File: config.mk
export PLATFORM = sky130hd
export DESIGN_NAME = fault_recovery_supervisor
export DESIGN_NICKNAME = d
export VERILOG_FILES = /design/src/design/frs_pkg.sv /design/src/design/frs_cfg.sv /design/src/design/frs_core.sv /design/src/design/fault_recovery_supervisor.sv
export SDC_FILE = /design/constraint.sdc
export NUM_CORES = 1
export LEC_CHECK = 0
export ABC_AREA = 1
export BUFFER_PORTS_ARGS = -buffer_cell sky130_fd_sc_hd__clkbuf_2
export CAP_MARGIN = 10
export CORE_MARGIN = 3
export CORE_UTILIZATION = 60
export CTS_BUF_LIST = sky130_fd_sc_hd__clkbuf_8
export DETAILED_ROUTE_END_ITERATION = 16
export GPL_TIMING_DRIVEN = 0
export PLACE_DENSITY = 0.8
export REMOVE_ABC_BUFFERS = 1
export SETUP_SLACK_MARGIN = 0.5
export SYNTH_ARGS = -nofsm -noshare
export SYNTH_HDL_FRONTEND = slang
export SYNTH_SLANG_ARGS = --single-unit
export TNS_END_PERCENT = 100
File: constraint.sdc
create_clock -name aclk -period 10.3 [get_ports aclk]
set_input_delay 1.545 -clock aclk [delete_from_list [all_inputs] [get_ports aclk]]
set_output_delay 1.545 -clock aclk [all_outputs]
set_load 0.01 [all_outputs]
File: src/design/frs_pkg.sv
// frs_pkg: shared types and codes of the fault recovery supervisor
// no dependencies; imported by every module of the block
`default_nettype none

package frs_pkg;

    localparam int unsigned TIME_W  = 32;
    localparam int unsigned CODE_W  = 4;
    localparam int unsigned TALLY_W = 8;

    localparam logic [TIME_W-1:0]  AUTO_DELAY_RST = 32'd2000;
    localparam logic [TIME_W-1:0]  WINDOW_RST     = 32'd30000;
    localparam logic [TALLY_W-1:0] RETRY_MAX_RST  = 8'd3;
    localparam logic [TALLY_W-1:0] TALLY_SAT      = 8'd255;

    typedef enum logic [1:0] {
        CFG_AUTO_DELAY = 2'd0,
        CFG_WINDOW     = 2'd1,
        CFG_RETRY_MAX  = 2'd2
    } cfg_idx_t;

    typedef enum logic [1:0] {
        OP_FAULT   = 2'd0,
        OP_TICK    = 2'd1,
        OP_CONFIRM = 2'd2
    } op_t;

    typedef enum logic [CODE_W-1:0] {
        FC_NONE        = 4'd0,
        FC_OVERCURRENT = 4'd1,
        FC_IBUS_LOST   = 4'd2,
        FC_COMMS       = 4'd3,
        FC_DRIVE       = 4'd4,
        FC_BLADE_TMO   = 4'd5,
        FC_BLACK_FIRST = 4'd6,
        FC_BLACK_LAST  = 4'd11
    } fault_code_t;

    typedef enum logic [3:0] {
        MODE_NONE    = 4'b0001,
        MODE_AUTO    = 4'b0010,
        MODE_MANUAL  = 4'b0100,
        MODE_LOCKOUT = 4'b1000
    } mode_t;

    localparam logic [1:0] MODE_CODE_NONE    = 2'd0;
    localparam logic [1:0] MODE_CODE_AUTO    = 2'd1;
    localparam logic [1:0] MODE_CODE_MANUAL  = 2'd2;
    localparam logic [1:0] MODE_CODE_LOCKOUT = 2'd3;

    typedef enum logic [2:0] {
        EV_NONE      = 3'd0,
        EV_BLACKLIST = 3'd1,
        EV_RETRY     = 3'd2,
        EV_ENTER     = 3'd3,
        EV_AUTO_OK   = 3'd4,
        EV_CONFIRM   = 3'd5
    } event_t;

    typedef struct packed {
        logic [TIME_W-1:0]  auto_delay;
        logic [TIME_W-1:0]  window;
        logic [TALLY_W-1:0] retry_max;
    } cfg_t;

    typedef struct packed {
        logic [1:0]        opcode;
        logic [CODE_W-1:0] fault_code;
        logic [TIME_W-1:0] now_ms;
    } item_t;

    typedef struct packed {
        logic [1:0]         mode_now;
        logic [CODE_W-1:0]  current_fault;
        logic               recovery_allowed;
        logic               needs_confirm;
        logic               locked_out;
        logic [TALLY_W-1:0] retry_tally_now;
        logic [2:0]         event_code;
    } result_t;

endpackage

`default_nettype wire

File: src/design/frs_cfg.sv
// frs_cfg: configuration register file of the supervisor
// depends on frs_pkg
`default_nettype none

module frs_cfg (
    input  wire logic          aclk,
    input  wire logic          aresetn,
    input  wire logic          wr_en,
    input  wire logic [1:0]    wr_index,
    input  wire logic [31:0]   wr_data,
    output frs_pkg::cfg_t      cfg
);
    import frs_pkg::*;

    cfg_t cfg_reg;
    cfg_t cfg_next;

    always_comb begin
        cfg_next = cfg_reg;
        if (wr_en) begin
            case (wr_index)
                CFG_AUTO_DELAY: cfg_next.auto_delay = wr_data;
                CFG_WINDOW:     cfg_next.window     = wr_data;
                CFG_RETRY_MAX:  cfg_next.retry_max  = wr_data[TALLY_W-1:0];
                default:        cfg_next = cfg_reg;
            endcase
        end
    end

    always_ff @(posedge aclk) begin
        if (!aresetn) begin
            cfg_reg.auto_delay <= AUTO_DELAY_RST;
            cfg_reg.window     <= WINDOW_RST;
            cfg_reg.retry_max  <= RETRY_MAX_RST;
        end else begin
            cfg_reg <= cfg_next;
        end
    end

    assign cfg = cfg_reg;

endmodule

`default_nettype wire

File: src/design/frs_core.sv
// frs_core: supervisor state and the per-item update logic
// depends on frs_pkg; driven by the input stage of the top level
`default_nettype none

module frs_core (
    input  wire logic          aclk,
    input  wire logic          aresetn,
    input  wire logic          step_en,
    input  frs_pkg::item_t     item,
    input  frs_pkg::cfg_t      cfg,
    output frs_pkg::result_t   result
);
    import frs_pkg::*;

    mode_t              mode_reg,     mode_next;
    logic [CODE_W-1:0]  fault_reg,    fault_next;
    logic [TIME_W-1:0]  stamp_reg,    stamp_next;
    logic               confirm_reg,  confirm_next;
    logic [CODE_W-1:0]  tracked_reg,  tracked_next;
    logic [TALLY_W-1:0] tally_reg,    tally_next;
    logic [TIME_W-1:0]  wstart_reg,   wstart_next;
    event_t             ev;

    logic               blacklist;
    logic               restart;
    logic [TIME_W-1:0]  since_window;
    logic [TIME_W-1:0]  since_fault;
    logic [TALLY_W-1:0] tally_fault;

    assign blacklist    = item.fault_code inside {[FC_BLACK_FIRST:FC_BLACK_LAST]};
    assign since_window = item.now_ms - wstart_reg;
    assign since_fault  = item.now_ms - stamp_reg;
    assign restart      = (tracked_reg != item.fault_code) || (since_window > cfg.window);

    always_comb begin
        if (restart) begin
            tally_fault = TALLY_W'(1);
        end else if (tally_reg != TALLY_SAT) begin
            tally_fault = tally_reg + TALLY_W'(1);
        end else begin
            tally_fault = tally_reg;
        end
    end

    always_comb begin
        mode_next    = mode_reg;
        fault_next   = fault_reg;
        stamp_next   = stamp_reg;
        confirm_next = confirm_reg;
        tracked_next = tracked_reg;
        tally_next   = tally_reg;
        wstart_next  = wstart_reg;
        ev           = EV_NONE;
        case (item.opcode)
            OP_FAULT: begin
                fault_next   = item.fault_code;
                stamp_next   = item.now_ms;
                confirm_next = 1'b0;
                if (blacklist) begin
                    mode_next = MODE_LOCKOUT;
                    ev        = EV_BLACKLIST;
                end else begin
                    tally_next = tally_fault;
                    if (restart) begin
                        tracked_next = item.fault_code;
                        wstart_next  = item.now_ms;
                    end
                    if (tally_fault > cfg.retry_max) begin
                        mode_next = MODE_LOCKOUT;
                        ev        = EV_RETRY;
                    end else begin
                        ev = EV_ENTER;
                        if (item.fault_code == FC_OVERCURRENT) begin
                            mode_next = MODE_AUTO;
                        end else if (item.fault_code inside {[FC_IBUS_LOST:FC_BLADE_TMO]}) begin
                            mode_next = MODE_MANUAL;
                        end else begin
                            mode_next = MODE_LOCKOUT;
                        end
                    end
                end
            end
            OP_TICK: begin
                if (mode_reg == MODE_AUTO && since_fault >= cfg.auto_delay) begin
                    mode_next  = MODE_NONE;
                    fault_next = FC_NONE;
                    ev         = EV_AUTO_OK;
                end
            end
            OP_CONFIRM: begin
                if (mode_reg == MODE_MANUAL) begin
                    mode_next    = MODE_NONE;
                    fault_next   = FC_NONE;
                    confirm_next = 1'b1;
                    ev           = EV_CONFIRM;
                end
            end
            default: begin
                ev = EV_NONE;
            end
        endcase
    end

    always_ff @(posedge aclk) begin
        if (!aresetn) begin
            mode_reg    <= MODE_NONE;
            fault_reg   <= FC_NONE;
            stamp_reg   <= '0;
            confirm_reg <= 1'b0;
            tracked_reg <= FC_NONE;
            tally_reg   <= '0;
            wstart_reg  <= '0;
        end else if (step_en) begin
            mode_reg    <= mode_next;
            fault_reg   <= fault_next;
            stamp_reg   <= stamp_next;
            confirm_reg <= confirm_next;
            tracked_reg <= tracked_next;
            tally_reg   <= tally_next;
            wstart_reg  <= wstart_next;
        end
    end

    // status after the item
    always_comb begin
        case (mode_next)
            MODE_NONE:    result.mode_now = MODE_CODE_NONE;
            MODE_AUTO:    result.mode_now = MODE_CODE_AUTO;
            MODE_MANUAL:  result.mode_now = MODE_CODE_MANUAL;
            MODE_LOCKOUT: result.mode_now = MODE_CODE_LOCKOUT;
            default:      result.mode_now = MODE_CODE_LOCKOUT;
        endcase
        result.current_fault    = fault_next;
        result.recovery_allowed = (mode_next == MODE_NONE) || (mode_next == MODE_AUTO) ||
                                  (mode_next == MODE_MANUAL && confirm_next);
        result.needs_confirm    = (mode_next == MODE_MANUAL) && !confirm_next;
        result.locked_out       = (mode_next == MODE_LOCKOUT);
        result.retry_tally_now  = tally_next;
        result.event_code       = ev;
    end

`ifndef SYNTH
    a_blacklist_locks: assert property (@(posedge aclk) disable iff (!aresetn)
        step_en && item.opcode == OP_FAULT && blacklist |=> mode_reg == MODE_LOCKOUT)
        else $error("blacklisted fault did not lock out");

    a_tally_nonzero: assert property (@(posedge aclk) disable iff (!aresetn)
        step_en && item.opcode == OP_FAULT && !blacklist |=> tally_reg != '0)
        else $error("retry tally zero after counted fault");

    a_idle_no_fault: assert property (@(posedge aclk) disable iff (!aresetn)
        mode_reg == MODE_NONE |-> fault_reg == FC_NONE)
        else $error("fault held with mode none");

    a_manual_unconfirmed: assert property (@(posedge aclk) disable iff (!aresetn)
        mode_reg == MODE_MANUAL |-> !confirm_reg)
        else $error("manual mode already confirmed");

    a_hold_when_idle: assert property (@(posedge aclk) disable iff (!aresetn)
        !step_en |=> $stable(mode_reg) && $stable(tally_reg))
        else $error("state moved without an item");
`endif

endmodule

`default_nettype wire

File: src/design/fault_recovery_supervisor.sv
// fault_recovery_supervisor: top level with input and result registers
// depends on frs_pkg, frs_cfg and frs_core
//
//  channel | handshake             | payload
//  s_      | s_valid / s_ready     | s_opcode, s_fault_code, s_now_ms
//  m_      | m_valid / m_ready     | m_mode_now .. m_event_code
//  cfg_    | cfg_valid / cfg_ready | cfg_index, cfg_data
//
// one item per cycle while m_ready is high; an accepted item is held in the input register,
// and state is updated as it moves from the input register to the result register
// s_ready falls only when both registers are full and m_ready is low
// reset clears all supervisor state and loads the default configuration
// cfg_ready is always high
`default_nettype none

module fault_recovery_supervisor (
    input  wire logic        aclk,
    input  wire logic        aresetn,
    input  wire logic        s_valid,
    output logic             s_ready,
    input  wire logic [1:0]  s_opcode,
    input  wire logic [3:0]  s_fault_code,
    input  wire logic [31:0] s_now_ms,
    output logic             m_valid,
    input  wire logic        m_ready,
    output logic [1:0]       m_mode_now,
    output logic [3:0]       m_current_fault,
    output logic             m_recovery_allowed,
    output logic             m_needs_confirm,
    output logic             m_locked_out,
    output logic [7:0]       m_retry_tally_now,
    output logic [2:0]       m_event_code,
    input  wire logic        cfg_valid,
    output logic             cfg_ready,
    input  wire logic [1:0]  cfg_index,
    input  wire logic [31:0] cfg_data
);
    import frs_pkg::*;

    item_t   item_reg, item_next;
    logic    in_valid_reg, in_valid_next;
    result_t res_reg, res_next;
    logic    out_valid_reg, out_valid_next;
    logic    advance;
    cfg_t    cfg;

    assign cfg_ready = 1'b1;

    frs_cfg u_cfg (
        .aclk     (aclk),
        .aresetn  (aresetn),
        .wr_en    (cfg_valid && cfg_ready),
        .wr_index (cfg_index),
        .wr_data  (cfg_data),
        .cfg      (cfg)
    );

    assign advance = in_valid_reg && (!out_valid_reg || m_ready);
    assign s_ready = !in_valid_reg || advance;

    frs_core u_core (
        .aclk    (aclk),
        .aresetn (aresetn),
        .step_en (advance),
        .item    (item_reg),
        .cfg     (cfg),
        .result  (res_next)
    );

    always_comb begin
        item_next     = item_reg;
        in_valid_next = in_valid_reg && !advance;
        if (s_valid && s_ready) begin
            item_next.opcode     = s_opcode;
            item_next.fault_code = s_fault_code;
            item_next.now_ms     = s_now_ms;
            in_valid_next        = 1'b1;
        end
        out_valid_next = advance || (out_valid_reg && !m_ready);
    end

    always_ff @(posedge aclk) begin
        if (!aresetn) begin
            in_valid_reg  <= 1'b0;
            out_valid_reg <= 1'b0;
        end else begin
            in_valid_reg  <= in_valid_next;
            out_valid_reg <= out_valid_next;
        end
    end

    always_ff @(posedge aclk) begin
        item_reg <= item_next;
        if (advance) begin
            res_reg <= res_next;
        end
    end

    assign m_valid            = out_valid_reg;
    assign m_mode_now         = res_reg.mode_now;
    assign m_current_fault    = res_reg.current_fault;
    assign m_recovery_allowed = res_reg.recovery_allowed;
    assign m_needs_confirm    = res_reg.needs_confirm;
    assign m_locked_out       = res_reg.locked_out;
    assign m_retry_tally_now  = res_reg.retry_tally_now;
    assign m_event_code       = res_reg.event_code;

`ifndef SYNTH
    a_no_overwrite: assert property (@(posedge aclk) disable iff (!aresetn)
        out_valid_reg && !m_ready |=> out_valid_reg && $stable(res_reg))
        else $error("pending result overwritten");

    a_ready_when_empty: assert property (@(posedge aclk) disable iff (!aresetn)
        !in_valid_reg |-> s_ready)
        else $error("input stage empty but not ready");

    a_advance_fills_out: assert property (@(posedge aclk) disable iff (!aresetn)
        advance |=> out_valid_reg)
        else $error("item lost between stages");
`endif

endmodule

`default_nettype wire
# --- Word-level counts from Yosys, hierarchy flattened ---
# Cells that the tools add are included.
totals:
  inputBits: 77
  wordCells: 96
  latch_bits: 0
  ff_bits: 217
  ramBits: 0
  memories: 0
  mem_bits_ro: 0
op_classes:
  reduce_logical: 27
  bitwise: 1
  div_mod_pow: 0
  eq_ne: 13
  add_sub_neg: 3
  order_cmp: 7
  mux: 23
  n_mul: 0
  shift: 0
ops:
  columns: ["op", "count"]
  rows:
  - ["32-bit subtractor", 2]
  - ["32-bit >= comparator", 1]
  - ["32-bit greater-than comparator", 1]
  - ["4-bit two-way mux", 8]
  - ["8-bit two-way mux", 4]
  - ["4-bit case mux with 3 select lines", 2]
  - ["1-bit logical AND", 9]
  - ["3-bit two-way mux", 3]
  - ["3-bit case mux with 3 select lines", 1]
  - ["8-bit by 1-bit adder with 8-bit output (second input constant)", 1]
  - ["4-bit by 1-bit equality test with 1-bit output (second input constant)", 2]
  - ["4-bit by 2-bit equality test with 1-bit output (second input constant)", 2]
  - ["4-bit by 3-bit equality test with 1-bit output (second input constant)", 2]
  - ["8-bit greater-than comparator", 1]
  - ["8-bit inequality test (second input constant)", 1]
  - ["2-bit AND reduction", 4]
  - ["1-bit logical OR", 6]
  - ["2-bit case mux with 3 select lines", 1]
  - ["1-bit zero test", 5]
  - ["2-bit by 1-bit equality test with 1-bit output (second input constant)", 2]
  - ["2-bit equality test (second input constant)", 2]
  - ["4-bit equality test (second input constant)", 1]
  - ["4-bit by 2-bit >= comparator with 1-bit output (second input constant)", 1]
  - ["4-bit by 3-bit >= comparator with 1-bit output (second input constant)", 1]
  - ["8 further kinds", 11]

# --- Longest topological paths before layout ---
logic_depth:
  ltp_word: 11
  mapped_depth: 40
  ltp_nobuf: 40

# --- Hierarchy ---
# From an unflattened synthesis, not the netlist that was laid out.
unflattened:
  cells_unflattened: 1895
  hier_area_um2: 13827.0
by_module_without_submodules:
  columns: ["mod", "seq_area_each_um2", "area_each_um2", "instances", "cells_per_inst"]
  rows:
  - ["frs_core", 1701.6, 8974.9, 1, 1384]
  - ["frs_cfg", 1441.4, 3004.1, 1, 438]
  - ["fault_recovery_supervisor", 1781.7, 1848.0, 1, 73]

# --- Least setup slack after synthesis ---
# No wires, ideal clock.
synth_path:
  path_type: "input-to-reg"
  start: "input port m_ready"
  end: "register res_reg (netlist bit m_current_fault[0]) (enable)"
  setup_slack_ps: 7020
  path_buffers: 2
  setup_time_ps: 392
  required_ps: 9908
  t_arrival_ps: 2888
  cell_stages: 6
  path_cell_list: "inv_1 nand2_1 nand2_1 inv_1 clkbuf_1 buf_1"
synth_between:
  elab_chain_cells: 2
synth_lines:
  columns: ["item", "line", "source"]
  rows:
  - ["start: declaration", "fault_recovery_supervisor.sv:25", "input wire logic m_ready,"]
  - ["1-bit logical OR", "fault_recovery_supervisor.sv:58", "assign advance = in_valid_reg && (!out_valid_reg || m_ready);"]
  - ["1-bit logical AND", "fault_recovery_supervisor.sv:58", null]
  - ["net advance", "fault_recovery_supervisor.sv:44", "logic advance;"]
  - ["end signal: assignment", "fault_recovery_supervisor.sv:95", "res_reg <= res_next;"]
  - ["end: declaration", "fault_recovery_supervisor.sv:42", "result_t res_reg, res_next;"]
# The timed path passes the listed nets, and every way through them passes these cells.
# A chain may end at the register's enable or synchronous reset.

==> results.json <==
{
  "status": "finished, final reports clean",
  "cp.required_ps": 10580,
  "portBuffers": 98,
  "clock.fmax_ghz": 0.165,
  "internal_power_mw": 1.50,
  "yosysTopAreaCell": "dfxtp_1",
  "route.detailed.drc": 0,
  "finalPower_mw": 2.18,
  "synth-seq-cells": 217,
  "largest_register_ffs": 72,
  "grt_util_all_layers": 0.259,
  "cts_setup_buffers": 0,
  "register_area_sq_mm": 0.00492,
  "io_pins": 100,
  "fin_skew_ps": 20.9,
  "netlist_area_sq_mm": 0.0132,
  "synth_top_flop_cell": "dfxtp_1",
  "maxCapViolations": 0,
  "swShare": 0.312,
  "synth.most_common_cell": "inv_1",
  "cts_buffer_depth": 3,
  "diodes": 0,
  "tritoncts": "done",
  "clock-root-buffer": "clkbuf_8",
  "multi_input_area_sq_mm": 0.00695,
  "crit_top_cell": "nand2_1",
  "firstDrtPassIters": 5,
  "hold_class": "reg2reg",
  "htreeDepth": 2,
  "netlist_instances": 1688,
  "ir_worst_vdd_v": 0.000107,
  "synth_edf_count": 58,
  "routed_wl_um": 31400,
  "worst_pin_slew_ps": 960,
  "critical_path_class": "reg2reg",
  "synth_top_area_frac": 0.242,
  "yosys_warnings": 0,
  "initial_core_util": 0.618,
  "fin_tns_setup_ps": 0,
  "place_inst": 2018,
  "period_share": 0.587,
  "startpoint_type": "flip-flop",
  "wl_per_cell_um": 15.0,
  "final-hold-violation-count": 0,
  "finalSetupViolations": 0,
  "drive_gt1_frac": 0.114,
  "rows": 53,
  "fill_cells": 1801,
  "synth.area.top_cells": "dfxtp_1 (24%), edfxtp_1 (13%), ha_1 (13%)",
  "hold_slack_ps": 455,
  "die_y_um": 154,
  "clkPwrFrac": 0.344,
  "cts-resized-gates": 0,
  "grt_pass1_vias": 10900,
  "ant_nets": 0,
  "dieArea_sq_mm": 0.0237,
  "routed_via_density": 5.50,
  "combPwrFrac": 0.223,
  "p_seq_frac": 0.433,
  "final_nets": 1998,
  "syn2layout_area_growth_pct": 10.8,
  "cp_max_fo": 9,
  "synth-async-reset-ratio": 0,
  "drt_iter0_drc": 673,
  "cts.sinks": 217,
  "core-area_sq_mm": 0.0213,
  "slew_headroom": 0.359,
  "setup.worst_path.end_class": "flip-flop",
  "syn_area_per_cell_sq_um": 7.80,
  "critPathMaxStageDelay_ps": 440,
  "p_switching_mw": 0.681,
  "grt_max_degree": 90,
  "antenna_found_initial": 0,
  "clk_pin_slew_worst_paths_ps": 60,
  "clock_latency_ps": 530,
  "synth.distinct_cells": 52,
  "cts_buffers": 39,
  "drv_slew": 0,
  "final_cells": 2087,
  "vias": 11500,
  "min_period_ps": 6040,
  "yosys-top-cells-count": "inv_1 (278), nand2_1 (238), a21oi_1 (222), o21ai_0 (177), dfxtp_1 (159)",
  "grt_pass1_wl_um": 51400,
  "hold_buffers": 0,
  "rsz0062_at_grt": "no",
  "slowest_stage": "nor4_2",
  "grt.overflow.total": 0,
  "worstPathArrival_ps": 6320,
  "leakage_nw": 6.55,
  "powerDensity_mw_per_mm2": 150,
  "die_x_um": 154,
  "yosysSeqAreaShare": 0.374,
  "place.gp.congestion": 0.913,
  "hpwlAfterDp_um": 23900
}
worst paths after layout:
check / start / to / slack, ps / cells after the start
worst max register to register: item_reg[0] / m_recovery_allowed / 4260 / 34
worst max-delay path: item_reg[0] / m_recovery_allowed / 4260 / 34
worst min register to register: u_core.stamp_reg[11] / u_core.stamp_reg[11] / 450 / 2
worst min-delay path: u_core.stamp_reg[11] / u_core.stamp_reg[11] / 450 / 2
final cells by class:
class,instances,share of cell area
clock buffers,45,0.0425
multi-input cells,1142,0.477
flip-flops and latches,217,0.338
clock inverters,24,0.00738
inverters,282,0.0726
well taps,275,0.0236
repair buffers,102,0.0397
stage by stage:
stage / utilization / setup WS (ps) / instance area, sq um
after floorplan: - / 5650 / 12900
after global placement: 0.647 / 4380 / 13800
after CTS: 0.685 / 4330 / 14600
after detailed placement: 0.651 / 4360 / 13900
after global routing: 0.685 / 3780 / 14600
final: 0.685 / 4260 / 14600
power groups by stage:
stage	sequential (mW)	clock [mW]	combinational, mW
after floorplan	0.957	0	0.344
after global placement	0.962	0	0.462
after detailed placement	0.963	0	0.479
after CTS	0.945	0.767	0.483
after global routing	0.949	0.808	0.557
final	0.945	0.751	0.487
cells in the final DEF (no fill, tap or decap), types with 16 or more instances in the layout:
| cell | count |
|---|---|
| nand2_1 | 238 |
| xor2_1 | 52 |
| clkbuf_8 | 45 |
| a21oi_1 | 222 |
| o21ai_1 | 24 |
| inv_1 | 288 |
| o21ai_0 | 177 |
| nor2_1 | 98 |
| nor3_1 | 19 |
| ha_1 | 135 |
| clkbuf_2 | 97 |
| o211ai_1 | 16 |
| nand3_1 | 35 |
| nand4_1 | 20 |
| edfxtp_1 | 58 |
| dfxtp_1 | 159 |
| xnor2_1 | 16 |
| a21oi_2 | 31 |
kinds of logic (layout without fill, tap and decap cells):
group / Yosys count / in the layout / share of synthesized area
fa+ha+maj: 137 / 137 / 0.131
compound gates: 505 / 505 / 0.211
flops: 217 / 217 / 0.374
simple gates: 431 / 431 / 0.140
buf+inv: 329 / 453 / 0.0982
xor+xnor: 68 / 68 / 0.0453
other cells: 1 / 1 / 0.000285
layer usage:
metal	GRT usage	wire length (um)	part of all wire	vias to the layer above
met4	0.0896	968	0.031	0
met1	0.348	14200	0.45	5273
met3	0.0357	1660	0.053	71
li1	-	-	-	5844
met2	0.430	14600	0.47	293
met5	0	0	0	-
critical path: cells and delay by family, from the launching register on:
kind / cells / cell delay, ps
xor+xnor: 1 / 160
flops: 1 / 370
fa+ha+maj: 4 / 1070
compound gates: 5 / 1260
simple gates: 19 / 2520
buf+inv: 5 / 400
(Power assumes the default switching activity.)
